$ cat src/rtl/dcm_pkg.sv
`timescale 1ns / 1ps
package dcm_pkg;
    localparam int BUF_BYTES = 256;
    localparam int BUF_AW = 8;
    localparam int WORD_BYTES = 8;

    localparam logic [3:0] PH_FIRST     = 4'd0;
    localparam logic [3:0] PH_BLOCK     = 4'd1;
    localparam logic [3:0] PH_DENS      = 4'd2;
    localparam logic [3:0] PH_NUM_LO    = 4'd3;
    localparam logic [3:0] PH_NUM_HI    = 4'd4;
    localparam logic [3:0] PH_TAIL_LEN  = 4'd5;
    localparam logic [3:0] PH_TAIL_DATA = 4'd6;
    localparam logic [3:0] PH_SPAN_OFF  = 4'd7;
    localparam logic [3:0] PH_SPAN_RAW  = 4'd8;
    localparam logic [3:0] PH_FILL_OFF  = 4'd9;
    localparam logic [3:0] PH_FILL_BYTE = 4'd10;
    localparam logic [3:0] PH_REPL_OFF  = 4'd11;
    localparam logic [3:0] PH_REPL_DATA = 4'd12;
    localparam logic [3:0] PH_RAW_DATA  = 4'd13;

    localparam logic [2:0] ST_WORD    = 3'd0;
    localparam logic [2:0] ST_OPENED  = 3'd1;
    localparam logic [2:0] ST_DONE    = 3'd2;
    localparam logic [2:0] ST_BAD_HDR = 3'd3;
    localparam logic [2:0] ST_BAD_BLK = 3'd4;
    localparam logic [2:0] ST_BAD_DEN = 3'd5;
    localparam logic [2:0] ST_NOT_CLS = 3'd6;
    localparam logic [2:0] ST_TRUNC   = 3'd7;

    localparam logic [7:0] BT_F9 = 8'hF9;
    localparam logic [7:0] BT_FA = 8'hFA;
    localparam logic [7:0] BT_END = 8'h45;
    localparam logic [7:0] BT_TAIL   = 8'h41;
    localparam logic [7:0] BT_SPAN   = 8'h43;
    localparam logic [7:0] BT_REPL   = 8'h44;
    localparam logic [7:0] BT_REPEAT = 8'h46;
    localparam logic [7:0] BT_RAW    = 8'h47;
    localparam logic [7:0] BT_INCR   = 8'h80;

    localparam logic [2:0] DEN_SD = 3'd0;
    localparam logic [2:0] DEN_DD = 3'd2;
    localparam logic [2:0] DEN_ED = 3'd4;

    localparam logic [10:0] SECT_SD = 11'd720;
    localparam logic [10:0] SECT_ED = 11'd1040;
endpackage

$ cat src/rtl/dcm_sector_ram.sv
`timescale 1ns / 1ps
module dcm_sector_ram
    import dcm_pkg::*;
(
    input  logic              clk,
    input  logic              we,
    input  logic [BUF_AW-1:0] waddr,
    input  logic [7:0]        wdata,
    input  logic [BUF_AW-1:0] raddr,
    output logic [7:0]        rdata
);
    logic [7:0] mem [BUF_BYTES];

    always_ff @(posedge clk)
    begin
        if (we)
        begin
            mem[waddr] <= wdata;
        end
        rdata <= mem[raddr];
    end
endmodule

$ cat src/rtl/dcm_disk_image_decoder_top.sv
`timescale 1ns / 1ps
// a header or data byte is taken in S_IDLE; some bytes also raise a status beat
// a byte that ends a sector starts the read-out of 16 or 32 words (per word eight
// single-byte ram reads, then the word beat is loaded once the result register is free)
// a fill byte starts a run of buffer writes (one buffer write per cycle)
// reset and new_file run a clearing pass over all 256 sector buffer bytes, input held off
// the result register holds one beat; a new byte is taken only once it is empty
module dcm_disk_image_decoder_top
    import dcm_pkg::*;
(
    input  logic                    clk,
    input  logic                    rst_n,
    input  logic                    in_valid,
    output logic                    in_ready,
    input  logic [7:0]              data_byte,
    input  logic                    end_of_input,
    input  logic                    new_file,
    output logic                    out_valid,
    input  logic                    out_ready,
    output logic [2:0]              status,
    output logic [15:0]             sector_number,
    output logic [8:0]              sector_bytes,
    output logic [10:0]             disk_sectors,
    output logic [4:0]              word_index,
    output logic [8*WORD_BYTES-1:0] data_word,
    output logic                    last_word
);
    localparam int WBW = $clog2(WORD_BYTES) + 1;

    localparam logic [2:0] S_CLEAR = 3'd0;
    localparam logic [2:0] S_IDLE  = 3'd1;
    localparam logic [2:0] S_FILL  = 3'd2;
    localparam logic [2:0] S_RD    = 3'd3;
    localparam logic [2:0] S_WAIT  = 3'd4;

    logic [2:0]  st_reg, st_next;
    logic [15:0] cur_reg, cur_next;
    logic        large_reg, large_next;
    logic [10:0] total_reg, total_next;
    logic        open_reg, open_next;
    logic        final_reg, final_next;
    logic [3:0]  ph_reg, ph_next;
    logic [8:0]  pos_reg, pos_next;
    logic [8:0]  rend_reg, rend_next;
    logic [7:0]  lo_reg, lo_next;
    logic [7:0]  bt_reg, bt_next;
    logic        f9_reg, f9_next;
    logic        stop_reg, stop_next;
    logic [7:0]  fill_reg, fill_next;
    logic [8:0]  cnt_reg, cnt_next;   // clear / read byte counter
    logic [8:0]  nbytes_reg, nbytes_next;
    logic [WBW-1:0] bi_reg, bi_next;
    logic [8*WORD_BYTES-1:0] acc_reg, acc_next;
    logic        rdv_reg;
    logic        ov_reg, ov_next;
    logic [2:0]  ost_reg, ost_next;
    logic [8:0]  obytes_reg, obytes_next;
    logic [4:0]  oidx_reg, oidx_next;
    logic [8*WORD_BYTES-1:0] ow_reg, ow_next;
    logic        olast_reg, olast_next;
    logic [15:0] onum_reg, onum_next;
    logic [10:0] otot_reg, otot_next;

    logic        we;
    logic [7:0]  waddr, wdata, raddr, rdata;

    dcm_sector_ram u_ram (
        .clk(clk), .we(we), .waddr(waddr), .wdata(wdata), .raddr(raddr), .rdata(rdata)
    );

    logic [8:0] dsize, ssize, off;
    assign dsize = large_reg ? 9'd256 : 9'd128;
    assign ssize = (cur_reg < 16'd4) ? 9'd128 : dsize;
    assign off = (data_byte == 8'd0) ? 9'd256 : {1'b0, data_byte};
    assign in_ready = (st_reg == S_IDLE) && !ov_reg;

    logic acc_in;
    assign acc_in = in_valid && in_ready;

    always_comb
    begin
        logic emit, rep;
        logic [2:0] rst_code;
        st_next = st_reg; cur_next = cur_reg; large_next = large_reg;
        total_next = total_reg; open_next = open_reg; final_next = final_reg;
        ph_next = ph_reg; pos_next = pos_reg; rend_next = rend_reg; lo_next = lo_reg;
        bt_next = bt_reg; f9_next = f9_reg; stop_next = stop_reg; fill_next = fill_reg;
        cnt_next = cnt_reg; nbytes_next = nbytes_reg; bi_next = bi_reg; acc_next = acc_reg;
        ov_next = ov_reg; ost_next = ost_reg; obytes_next = obytes_reg; oidx_next = oidx_reg;
        ow_next = ow_reg; olast_next = olast_reg; onum_next = onum_reg; otot_next = otot_reg;
        we = 1'b0; waddr = pos_reg[7:0]; wdata = data_byte; raddr = cnt_reg[7:0];
        emit = 1'b0; rep = 1'b0; rst_code = ST_WORD;

        if (ov_reg && out_ready)
        begin
            ov_next = 1'b0;
        end

        unique case (st_reg)
            S_CLEAR:
            begin
                we = 1'b1; waddr = cnt_reg[7:0]; wdata = 8'd0;
                cnt_next = cnt_reg + 9'd1;
                if (cnt_reg == 9'd255)
                begin
                    st_next = S_IDLE;
                end
            end
            S_IDLE:
            begin
                if (acc_in && new_file)
                begin
                    // restart: clear state and check this beat's byte as the header byte, then sweep the buffer
                    cur_next = '0; large_next = 1'b0; total_next = '0; open_next = 1'b0;
                    final_next = 1'b0; pos_next = '0; rend_next = '0; lo_next = '0;
                    bt_next = '0; f9_next = 1'b0; stop_next = 1'b0;
                    if (end_of_input)
                    begin
                        // report immediately on cleared state, buffer still swept
                        stop_next = 1'b1;
                        ost_next = ST_TRUNC; obytes_next = 9'd128; onum_next = '0;
                        otot_next = '0; oidx_next = '0; ow_next = '0; olast_next = 1'b1;
                        ov_next = 1'b1;
                        ph_next = PH_FIRST;
                    end
                    else if (data_byte != BT_F9 && data_byte != BT_FA)
                    begin
                        stop_next = 1'b1;
                        ost_next = ST_BAD_HDR; obytes_next = 9'd128; onum_next = '0;
                        otot_next = '0; oidx_next = '0; ow_next = '0; olast_next = 1'b1;
                        ov_next = 1'b1;
                        ph_next = PH_FIRST;
                    end
                    else
                    begin
                        f9_next = (data_byte == BT_F9);
                        bt_next = data_byte;
                        ph_next = PH_DENS;
                    end
                    cnt_next = '0;
                    st_next = S_CLEAR;
                end
                else if (acc_in && !stop_reg)
                begin
                    if (end_of_input)
                    begin
                        rep = 1'b1; rst_code = ST_TRUNC; stop_next = 1'b1;
                    end
                    else
                    begin
                        unique case (ph_reg)
                            PH_FIRST:
                            begin
                                if (data_byte != BT_F9 && data_byte != BT_FA)
                                begin
                                    rep = 1'b1; rst_code = ST_BAD_HDR; stop_next = 1'b1;
                                end
                                else
                                begin
                                    f9_next = (data_byte == BT_F9);
                                    bt_next = data_byte;
                                    ph_next = PH_DENS;
                                end
                            end
                            PH_BLOCK:
                            begin
                                bt_next = data_byte;
                                unique case (data_byte)
                                    BT_F9, BT_FA:
                                    begin
                                        if (open_reg)
                                        begin
                                            rep = 1'b1; rst_code = ST_NOT_CLS;
                                            stop_next = 1'b1;
                                        end
                                        else
                                        begin
                                            ph_next = PH_DENS;
                                        end
                                    end
                                    BT_END:
                                    begin
                                        open_next = 1'b0;
                                        if (final_reg)
                                        begin
                                            rep = 1'b1; rst_code = ST_DONE; stop_next = 1'b1;
                                        end
                                    end
                                    BT_TAIL, BT_TAIL | BT_INCR: ph_next = PH_TAIL_LEN;
                                    BT_SPAN, BT_SPAN | BT_INCR:
                                    begin
                                        pos_next = '0; ph_next = PH_SPAN_OFF;
                                    end
                                    BT_REPL, BT_REPL | BT_INCR: ph_next = PH_REPL_OFF;
                                    BT_REPEAT, BT_REPEAT | BT_INCR: emit = 1'b1;
                                    BT_RAW, BT_RAW | BT_INCR:
                                    begin
                                        pos_next = '0; ph_next = PH_RAW_DATA;
                                    end
                                    default:
                                    begin
                                        rep = 1'b1; rst_code = ST_BAD_BLK; stop_next = 1'b1;
                                    end
                                endcase
                            end
                            PH_DENS:
                            begin
                                final_next = data_byte[7];
                                unique case (data_byte[6:4])
                                    DEN_SD:
                                    begin
                                        total_next = SECT_SD; large_next = 1'b0;
                                        ph_next = PH_NUM_LO;
                                    end
                                    DEN_DD:
                                    begin
                                        total_next = SECT_SD; large_next = 1'b1;
                                        ph_next = PH_NUM_LO;
                                    end
                                    DEN_ED:
                                    begin
                                        total_next = SECT_ED; large_next = 1'b0;
                                        ph_next = PH_NUM_LO;
                                    end
                                    default:
                                    begin
                                        rep = 1'b1; rst_code = ST_BAD_DEN; stop_next = 1'b1;
                                    end
                                endcase
                            end
                            PH_NUM_LO:
                            begin
                                lo_next = data_byte; ph_next = PH_NUM_HI;
                            end
                            PH_NUM_HI:
                            begin
                                cur_next = {data_byte, lo_reg};
                                ph_next = PH_BLOCK;
                                if (bt_reg == BT_F9 || bt_reg == BT_FA)
                                begin
                                    open_next = 1'b1;
                                    ost_next = ST_OPENED; obytes_next = dsize;
                                    onum_next = {data_byte, lo_reg}; otot_next = total_reg;
                                    oidx_next = '0; ow_next = '0; olast_next = 1'b1;
                                    ov_next = 1'b1;
                                end
                            end
                            PH_TAIL_LEN:
                            begin
                                pos_next = {1'b0, data_byte}; ph_next = PH_TAIL_DATA;
                            end
                            PH_TAIL_DATA:
                            begin
                                we = 1'b1;
                                if (pos_reg == 9'd0)
                                begin
                                    emit = 1'b1;
                                end
                                else
                                begin
                                    pos_next = pos_reg - 9'd1;
                                end
                            end
                            PH_SPAN_OFF:
                            begin
                                logic [8:0] re;
                                re = (pos_reg != 9'd0) ? off : {1'b0, data_byte};
                                rend_next = re;
                                if (pos_reg < re)
                                begin
                                    ph_next = PH_SPAN_RAW;
                                end
                                else if (pos_reg == dsize)
                                begin
                                    emit = 1'b1;
                                end
                                else
                                begin
                                    ph_next = PH_FILL_OFF;
                                end
                            end
                            PH_SPAN_RAW:
                            begin
                                we = 1'b1;
                                pos_next = pos_reg + 9'd1;
                                if (pos_reg + 9'd1 >= rend_reg)
                                begin
                                    if (pos_reg + 9'd1 == dsize)
                                    begin
                                        emit = 1'b1;
                                    end
                                    else
                                    begin
                                        ph_next = PH_FILL_OFF;
                                    end
                                end
                            end
                            PH_FILL_OFF:
                            begin
                                rend_next = off; ph_next = PH_FILL_BYTE;
                            end
                            PH_FILL_BYTE:
                            begin
                                fill_next = data_byte;
                                st_next = S_FILL;
                            end
                            PH_REPL_OFF:
                            begin
                                pos_next = off;
                                if (off >= dsize)
                                begin
                                    emit = 1'b1;
                                end
                                else
                                begin
                                    ph_next = PH_REPL_DATA;
                                end
                            end
                            PH_REPL_DATA:
                            begin
                                we = 1'b1;
                                pos_next = pos_reg + 9'd1;
                                if (pos_reg + 9'd1 >= dsize)
                                begin
                                    emit = 1'b1;
                                end
                            end
                            PH_RAW_DATA:
                            begin
                                we = 1'b1;
                                pos_next = pos_reg + 9'd1;
                                if (pos_reg + 9'd1 >= ssize)
                                begin
                                    emit = 1'b1;
                                end
                            end
                            default:
                            begin
                                ph_next = PH_BLOCK;
                            end
                        endcase
                    end
                end
            end
            S_FILL:
            begin
                // one buffer byte per cycle until the run end
                if (pos_reg < rend_reg)
                begin
                    we = 1'b1; wdata = fill_reg;
                    pos_next = pos_reg + 9'd1;
                end
                else if (pos_reg < dsize)
                begin
                    ph_next = PH_SPAN_OFF; st_next = S_IDLE;
                end
                else
                begin
                    emit = 1'b1;
                end
            end
            S_RD:
            begin
                // byte in flight from the previous cycle lands here
                if (rdv_reg)
                begin
                    acc_next = {rdata, acc_reg[8*WORD_BYTES-1:8]};
                end
                if (bi_reg == WBW'(WORD_BYTES))
                begin
                    if (!ov_reg || out_ready)
                    begin
                        ost_next = ST_WORD; obytes_next = nbytes_reg; onum_next = cur_reg;
                        otot_next = total_reg; oidx_next = 5'(cnt_reg[8:$clog2(WORD_BYTES)] - 1'b1);
                        ow_next = acc_next; olast_next = (cnt_reg == nbytes_reg);
                        ov_next = 1'b1; bi_next = '0;
                        if (cnt_reg == nbytes_reg)
                        begin
                            st_next = S_IDLE;
                            if (bt_reg[7])
                            begin
                                cur_next = cur_reg + 16'd1; ph_next = PH_BLOCK;
                            end
                            else
                            begin
                                ph_next = PH_NUM_LO;
                            end
                        end
                    end
                end
                else
                begin
                    raddr = cnt_reg[7:0];
                    cnt_next = cnt_reg + 9'd1;
                    bi_next = bi_reg + 1'b1;
                end
            end
            default:
            begin
                st_next = S_IDLE;
            end
        endcase

        if (emit)
        begin
            nbytes_next = ssize; cnt_next = '0; bi_next = '0; st_next = S_RD;
        end
        if (rep)
        begin
            ost_next = rst_code; obytes_next = dsize; onum_next = cur_reg;
            otot_next = total_reg; oidx_next = '0; ow_next = '0; olast_next = 1'b1;
            ov_next = 1'b1;
        end
    end

    always_ff @(posedge clk or negedge rst_n)
    begin
        if (!rst_n)
        begin
            st_reg <= S_CLEAR; cur_reg <= '0; large_reg <= 1'b0; total_reg <= '0;
            open_reg <= 1'b0; final_reg <= 1'b0; ph_reg <= PH_FIRST; pos_reg <= '0;
            rend_reg <= '0; lo_reg <= '0; bt_reg <= '0; f9_reg <= 1'b0; stop_reg <= 1'b0;
            cnt_reg <= '0; bi_reg <= '0; rdv_reg <= 1'b0; ov_reg <= 1'b0;
        end
        else
        begin
            st_reg <= st_next; cur_reg <= cur_next; large_reg <= large_next;
            total_reg <= total_next; open_reg <= open_next; final_reg <= final_next;
            ph_reg <= ph_next; pos_reg <= pos_next; rend_reg <= rend_next; lo_reg <= lo_next;
            bt_reg <= bt_next; f9_reg <= f9_next; stop_reg <= stop_next;
            cnt_reg <= cnt_next; bi_reg <= bi_next; ov_reg <= ov_next;
            rdv_reg <= (st_reg == S_RD) && (bi_reg != WBW'(WORD_BYTES));
        end
    end

    always_ff @(posedge clk)
    begin
        fill_reg <= fill_next; nbytes_reg <= nbytes_next; acc_reg <= acc_next;
        ost_reg <= ost_next; obytes_reg <= obytes_next; oidx_reg <= oidx_next;
        ow_reg <= ow_next; olast_reg <= olast_next; onum_reg <= onum_next;
        otot_reg <= otot_next;
    end

    assign out_valid = ov_reg;
    assign status = ost_reg;
    assign sector_number = onum_reg;
    assign sector_bytes = obytes_reg;
    assign disk_sectors = otot_reg;
    assign word_index = oidx_reg;
    assign data_word = ow_reg;
    assign last_word = olast_reg;

    a_stop_quiet: assert property (@(posedge clk) disable iff (!rst_n)
        (stop_reg && st_reg == S_IDLE && !new_file && in_valid && in_ready) |=>
        (!ov_reg || $stable(ost_reg)))
        else $error("result after stop");
    a_hold: assert property (@(posedge clk) disable iff (!rst_n)
        (ov_reg && !out_ready) |=> ov_reg)
        else $error("result dropped");
    a_no_in_busy: assert property (@(posedge clk) disable iff (!rst_n)
        (st_reg != S_IDLE) |-> !in_ready)
        else $error("ready while busy");
endmodule
$ cat config.mk
export PLATFORM = sky130hd
export DESIGN_NAME = dcm_disk_image_decoder_top
export DESIGN_NICKNAME = d
export VERILOG_FILES = /design/src/rtl/dcm_pkg.sv /design/src/rtl/dcm_sector_ram.sv /design/src/rtl/dcm_disk_image_decoder_top.sv
export SDC_FILE = /design/constraint.sdc
export NUM_CORES = 2
export LEC_CHECK = 0
export ABC_AREA = 1
export BUFFER_PORTS_ARGS = -buffer_cell sky130_fd_sc_hd__buf_2
export CAP_MARGIN = 20
export CORE_UTILIZATION = 23
export CTS_CLUSTER_DIAMETER = 120
export DETAILED_ROUTE_END_ITERATION = 16
export PLACE_DENSITY = 0.43
export SYNTH_ARGS = -nofsm -noshare
export SYNTH_HDL_FRONTEND = slang
export SYNTH_SLANG_ARGS = --single-unit
$ cat constraint.sdc
create_clock -name clk -period 13.25 [get_ports clk]
set_input_delay 1.9875 -clock clk [delete_from_list [all_inputs] [get_ports clk]]
set_output_delay 1.9875 -clock clk [all_outputs]
set_load 0.03 [all_outputs]
==> run metrics <==
clock power share=48.1%; vias in the first global route=63600; status=complete, no violations; slack of the worst reg-to-reg path=7.84 ns; Netlist cell types=58; Final #Nets=7942; Root Buffer=clkbuf_16; Core Rows=235; M1 wire length=139000 µm; setup TNS=0 ns; Seq. cell area=68000 µm²; Reg clk slew, reported paths=0.06 ns; Int Power=12.1 mW; Least-Margin Pin Slew=1.18 ns; hold_buf cts=0; routed via count=64100; Post-synth EDFFs=2146; Starting Density=23.1%; synth warn=0; share of layout cells above drive strength 1=9.35%; die area=414000 µm²; sequential cell fraction of total power=51.7%; Cell Count, Final, Fillers Out=13500; Final Max Tran Viols=0; Initial DRT Pass Iterations=7; Critical Path AT=6.24 ns; Final setup viols=0; DP Wirelength=183000 µm; largest net degree at the start of global routing=208; Post-CTS Resized=0; max_slew headroom=21.5%; DP Cell Count=13100; CTS H-tree depth=5; f_max=185 MHz; dominant synthesized flop cell=edfxtp_1; Final GP Congestion=0.861; Lkg Pwr=35.7 nW; TritonCTS Sinks=2302; max reg flops=2048; CP Capture Type=flip-flop; P&R area growth vs syn=15.7%; drt total wl=318000 µm; WL met2=143000 µm; Max Root-Sink Buffers=4; hold_ws=0.491 ns; clock latency on the worst-skew pair=0.90 ns; DR top layer=met5; Overflow after GRT=0; FF+latch count, synth=2302; Setup Fix Bufs, Post-CTS=0; die width=644 µm; CP startpoint kind=flip-flop; clock skew=0.0580 ns; Final period util=40.9%; Fill cells=42600; Min-Delay Path Class=reg -> reg; Synth Cell Area=94700 µm²; remaining antenna violation count=0; DRT iter0 DRCs=6715; Final Critical Period=5.41 ns; VDD IR-drop max=0.0909 mV; setup ws final=7.84 ns; critical path required time=14.08 ns; power per cell area=138 nW/µm²; switching part of the total=20.3%; Final Cell Area=110000 µm²; sequential-to-total area share from yosys stat=71.8%; Comb power frac=0.2%; multi-input logic area=23800 µm²; port bufs=111; Mean Syn Cell Area=11.9 µm²; DIE HEIGHT=644 µm; Max Cap Viol=0; core area=410000 µm²; CTS tree=built; Crit Path Class=reg -> reg; RSZ-0062 raised after global routing=false; routed length per instance=23.5 µm; global-route wire length before repair=455000 µm; crit path max fanout=136; final hold violations=0; TritonCTS buffer count=265; initial antenna violation count=14; pre-CTS WS=7.14 ns; GR Util All Layers=14.8%; Net Switching=3.08 mW; DRC=0; Synth Instances=7934; ys async rst share=3.39%; placed cell area=101000 µm²; via/cell ratio=4.73; I/O pin count=125; metal3 WL=25900 µm
==> synthesized netlist by cell type (3+ instances only) <==
library cell / instances / area (µm²)
a21oi_1: 100 / 500
a22o_1: 4 / 35.0
a22oi_1: 9 / 67.6
a31oi_1: 15 / 93.8
buf_1: 26 / 97.6
buf_2: 108 / 541
buf_4: 18 / 135
buf_8: 5 / 75.1
clkbuf_1: 391 / 1470
clkinv_1: 4 / 15.0
dfrtp_1: 78 / 1950
dfxtp_1: 78 / 1560
edfxtp_1: 2146 / 64400
ha_1: 50 / 626
inv_1: 170 / 638
inv_2: 58 / 218
nand2_1: 947 / 3550
nand2_2: 5 / 31.3
nand2_4: 10 / 113
nand3_1: 281 / 1410
nand4_1: 51 / 319
nor2_1: 1519 / 5700
nor2_2: 3 / 18.8
nor3_1: 19 / 95.1
nor3_2: 5 / 50.1
nor4_1: 4 / 25.0
o2111ai_1: 3 / 26.3
o211ai_1: 168 / 1260
o211ai_2: 38 / 475
o21a_1: 5 / 37.5
o21ai_0: 1103 / 5520
o21ai_1: 20 / 100
o221ai_1: 110 / 963
o22ai_1: 341 / 2130
or2_2: 3 / 18.8
xnor2_1: 3 / 26.3
xor2_1: 11 / 96.3
==> per-layer routing <==
layer	track usage, %	vias to the layer above
met4	4.69	8
met5	0	-
li1	-	28700
met2	23.3	2583
met1	20.1	32300
met3	3.32	492
==> cell families after synthesis <==
kind of cell	after synthesis	synth area share, %
buffers and inverters	782	3.40
adder cells (fa/ha/maj)	50	0.661
multiplexers	1	0.0106
XOR/XNOR	14	0.129
flip-flops	2302	71.8
other	1	0.00396
AND/OR/NAND/NOR	2857	12.1
AO/OA/AOI/OAI	1927	11.9
==> path summary, 6_finish.rpt <==
path,startpoint,to,cells after the start
worst max-delay path,cnt_reg[0],u_ram.rdata[5],14
worst min-delay path,rend_reg[3],rend_reg[3],2
worst max register to register,cnt_reg[0],u_ram.rdata[5],14
worst min register to register,rend_reg[3],rend_reg[3],2
max in group asynchronous,rst_n,cnt_reg[1],2
min in group asynchronous,rst_n,pos_reg[1],1
==> metrics by stage <==
stage | total power, mW | util [%]
3_5_place_dp | 8.01 | 24.6
5_1_grt | 15.6 | 26.7
6_report | 15.1 | 26.7
3_3_place_gp | 8.01 | 24.6
4_1_cts | 15.3 | 26.7
2_1_floorplan | 8.00 | -
==> critical path, stage by stage (launching register included) <==
cell	delay, ns
dfrtp_4	0.75
inv_8	0.63
buf_4	0.80
buf_4	0.64
buf_4	0.66
o21ai_0	0.25
o22ai_1	0.19
nand2_1	0.09
nand3_1	0.15
nand2_1	0.11
nand2_1	0.17
a21oi_1	0.06
nand3_1	0.30
nand3_1	0.23
nand2_1	0.12
==> cells in the final DEF, fill, tap and decap left out, drive strengths merged, types with 9 or more instances in the layout <==
cell      synthesis  routed
bufinv            0      21
clkinvlp          0       9
clkinv            4      99
buf             159     215
xor2             11      11
ha               50      50
a21oi           101     101
nand2           962     962
nor3             24      24
dfrtp            78      78
edfxtp         2146    2146
nand3           283     283
a31oi            15      15
dfxtp            78      78
o221ai          110     110
nor2           1523    1523
conb              1      13
o21ai          1123    1123
o22ai           341     341
inv             228     241
nand4            52      52
clkbuf          391     336
o211ai          206     206
a22oi             9       9
==> power by group through the flow <==
stage	Sequential [mW]	Clock, mW	Combinational [mW]
after global placement	7.98	0	0.0318
after CTS	7.83	7.45	0.0321
after floorplan	7.98	0	0.0177
final	7.83	7.29	0.0315
after global routing	7.82	7.71	0.0354
after detailed placement	7.98	0	0.0320
==> layout make-up <==
type                            instances  area share (%)
Sequential cell                      2302            62.0
Multi-Input combinational cell       4862            21.7
Tap cell                             5451            6.22
Inverter                              232           0.818
Antenna cell                            3         0.00685
Clock inverter                        138            1.34
Timing Repair Buffer                  215            1.38
Clock buffer                          336            6.47
Note: power is estimated with default switching activity, not from simulation.
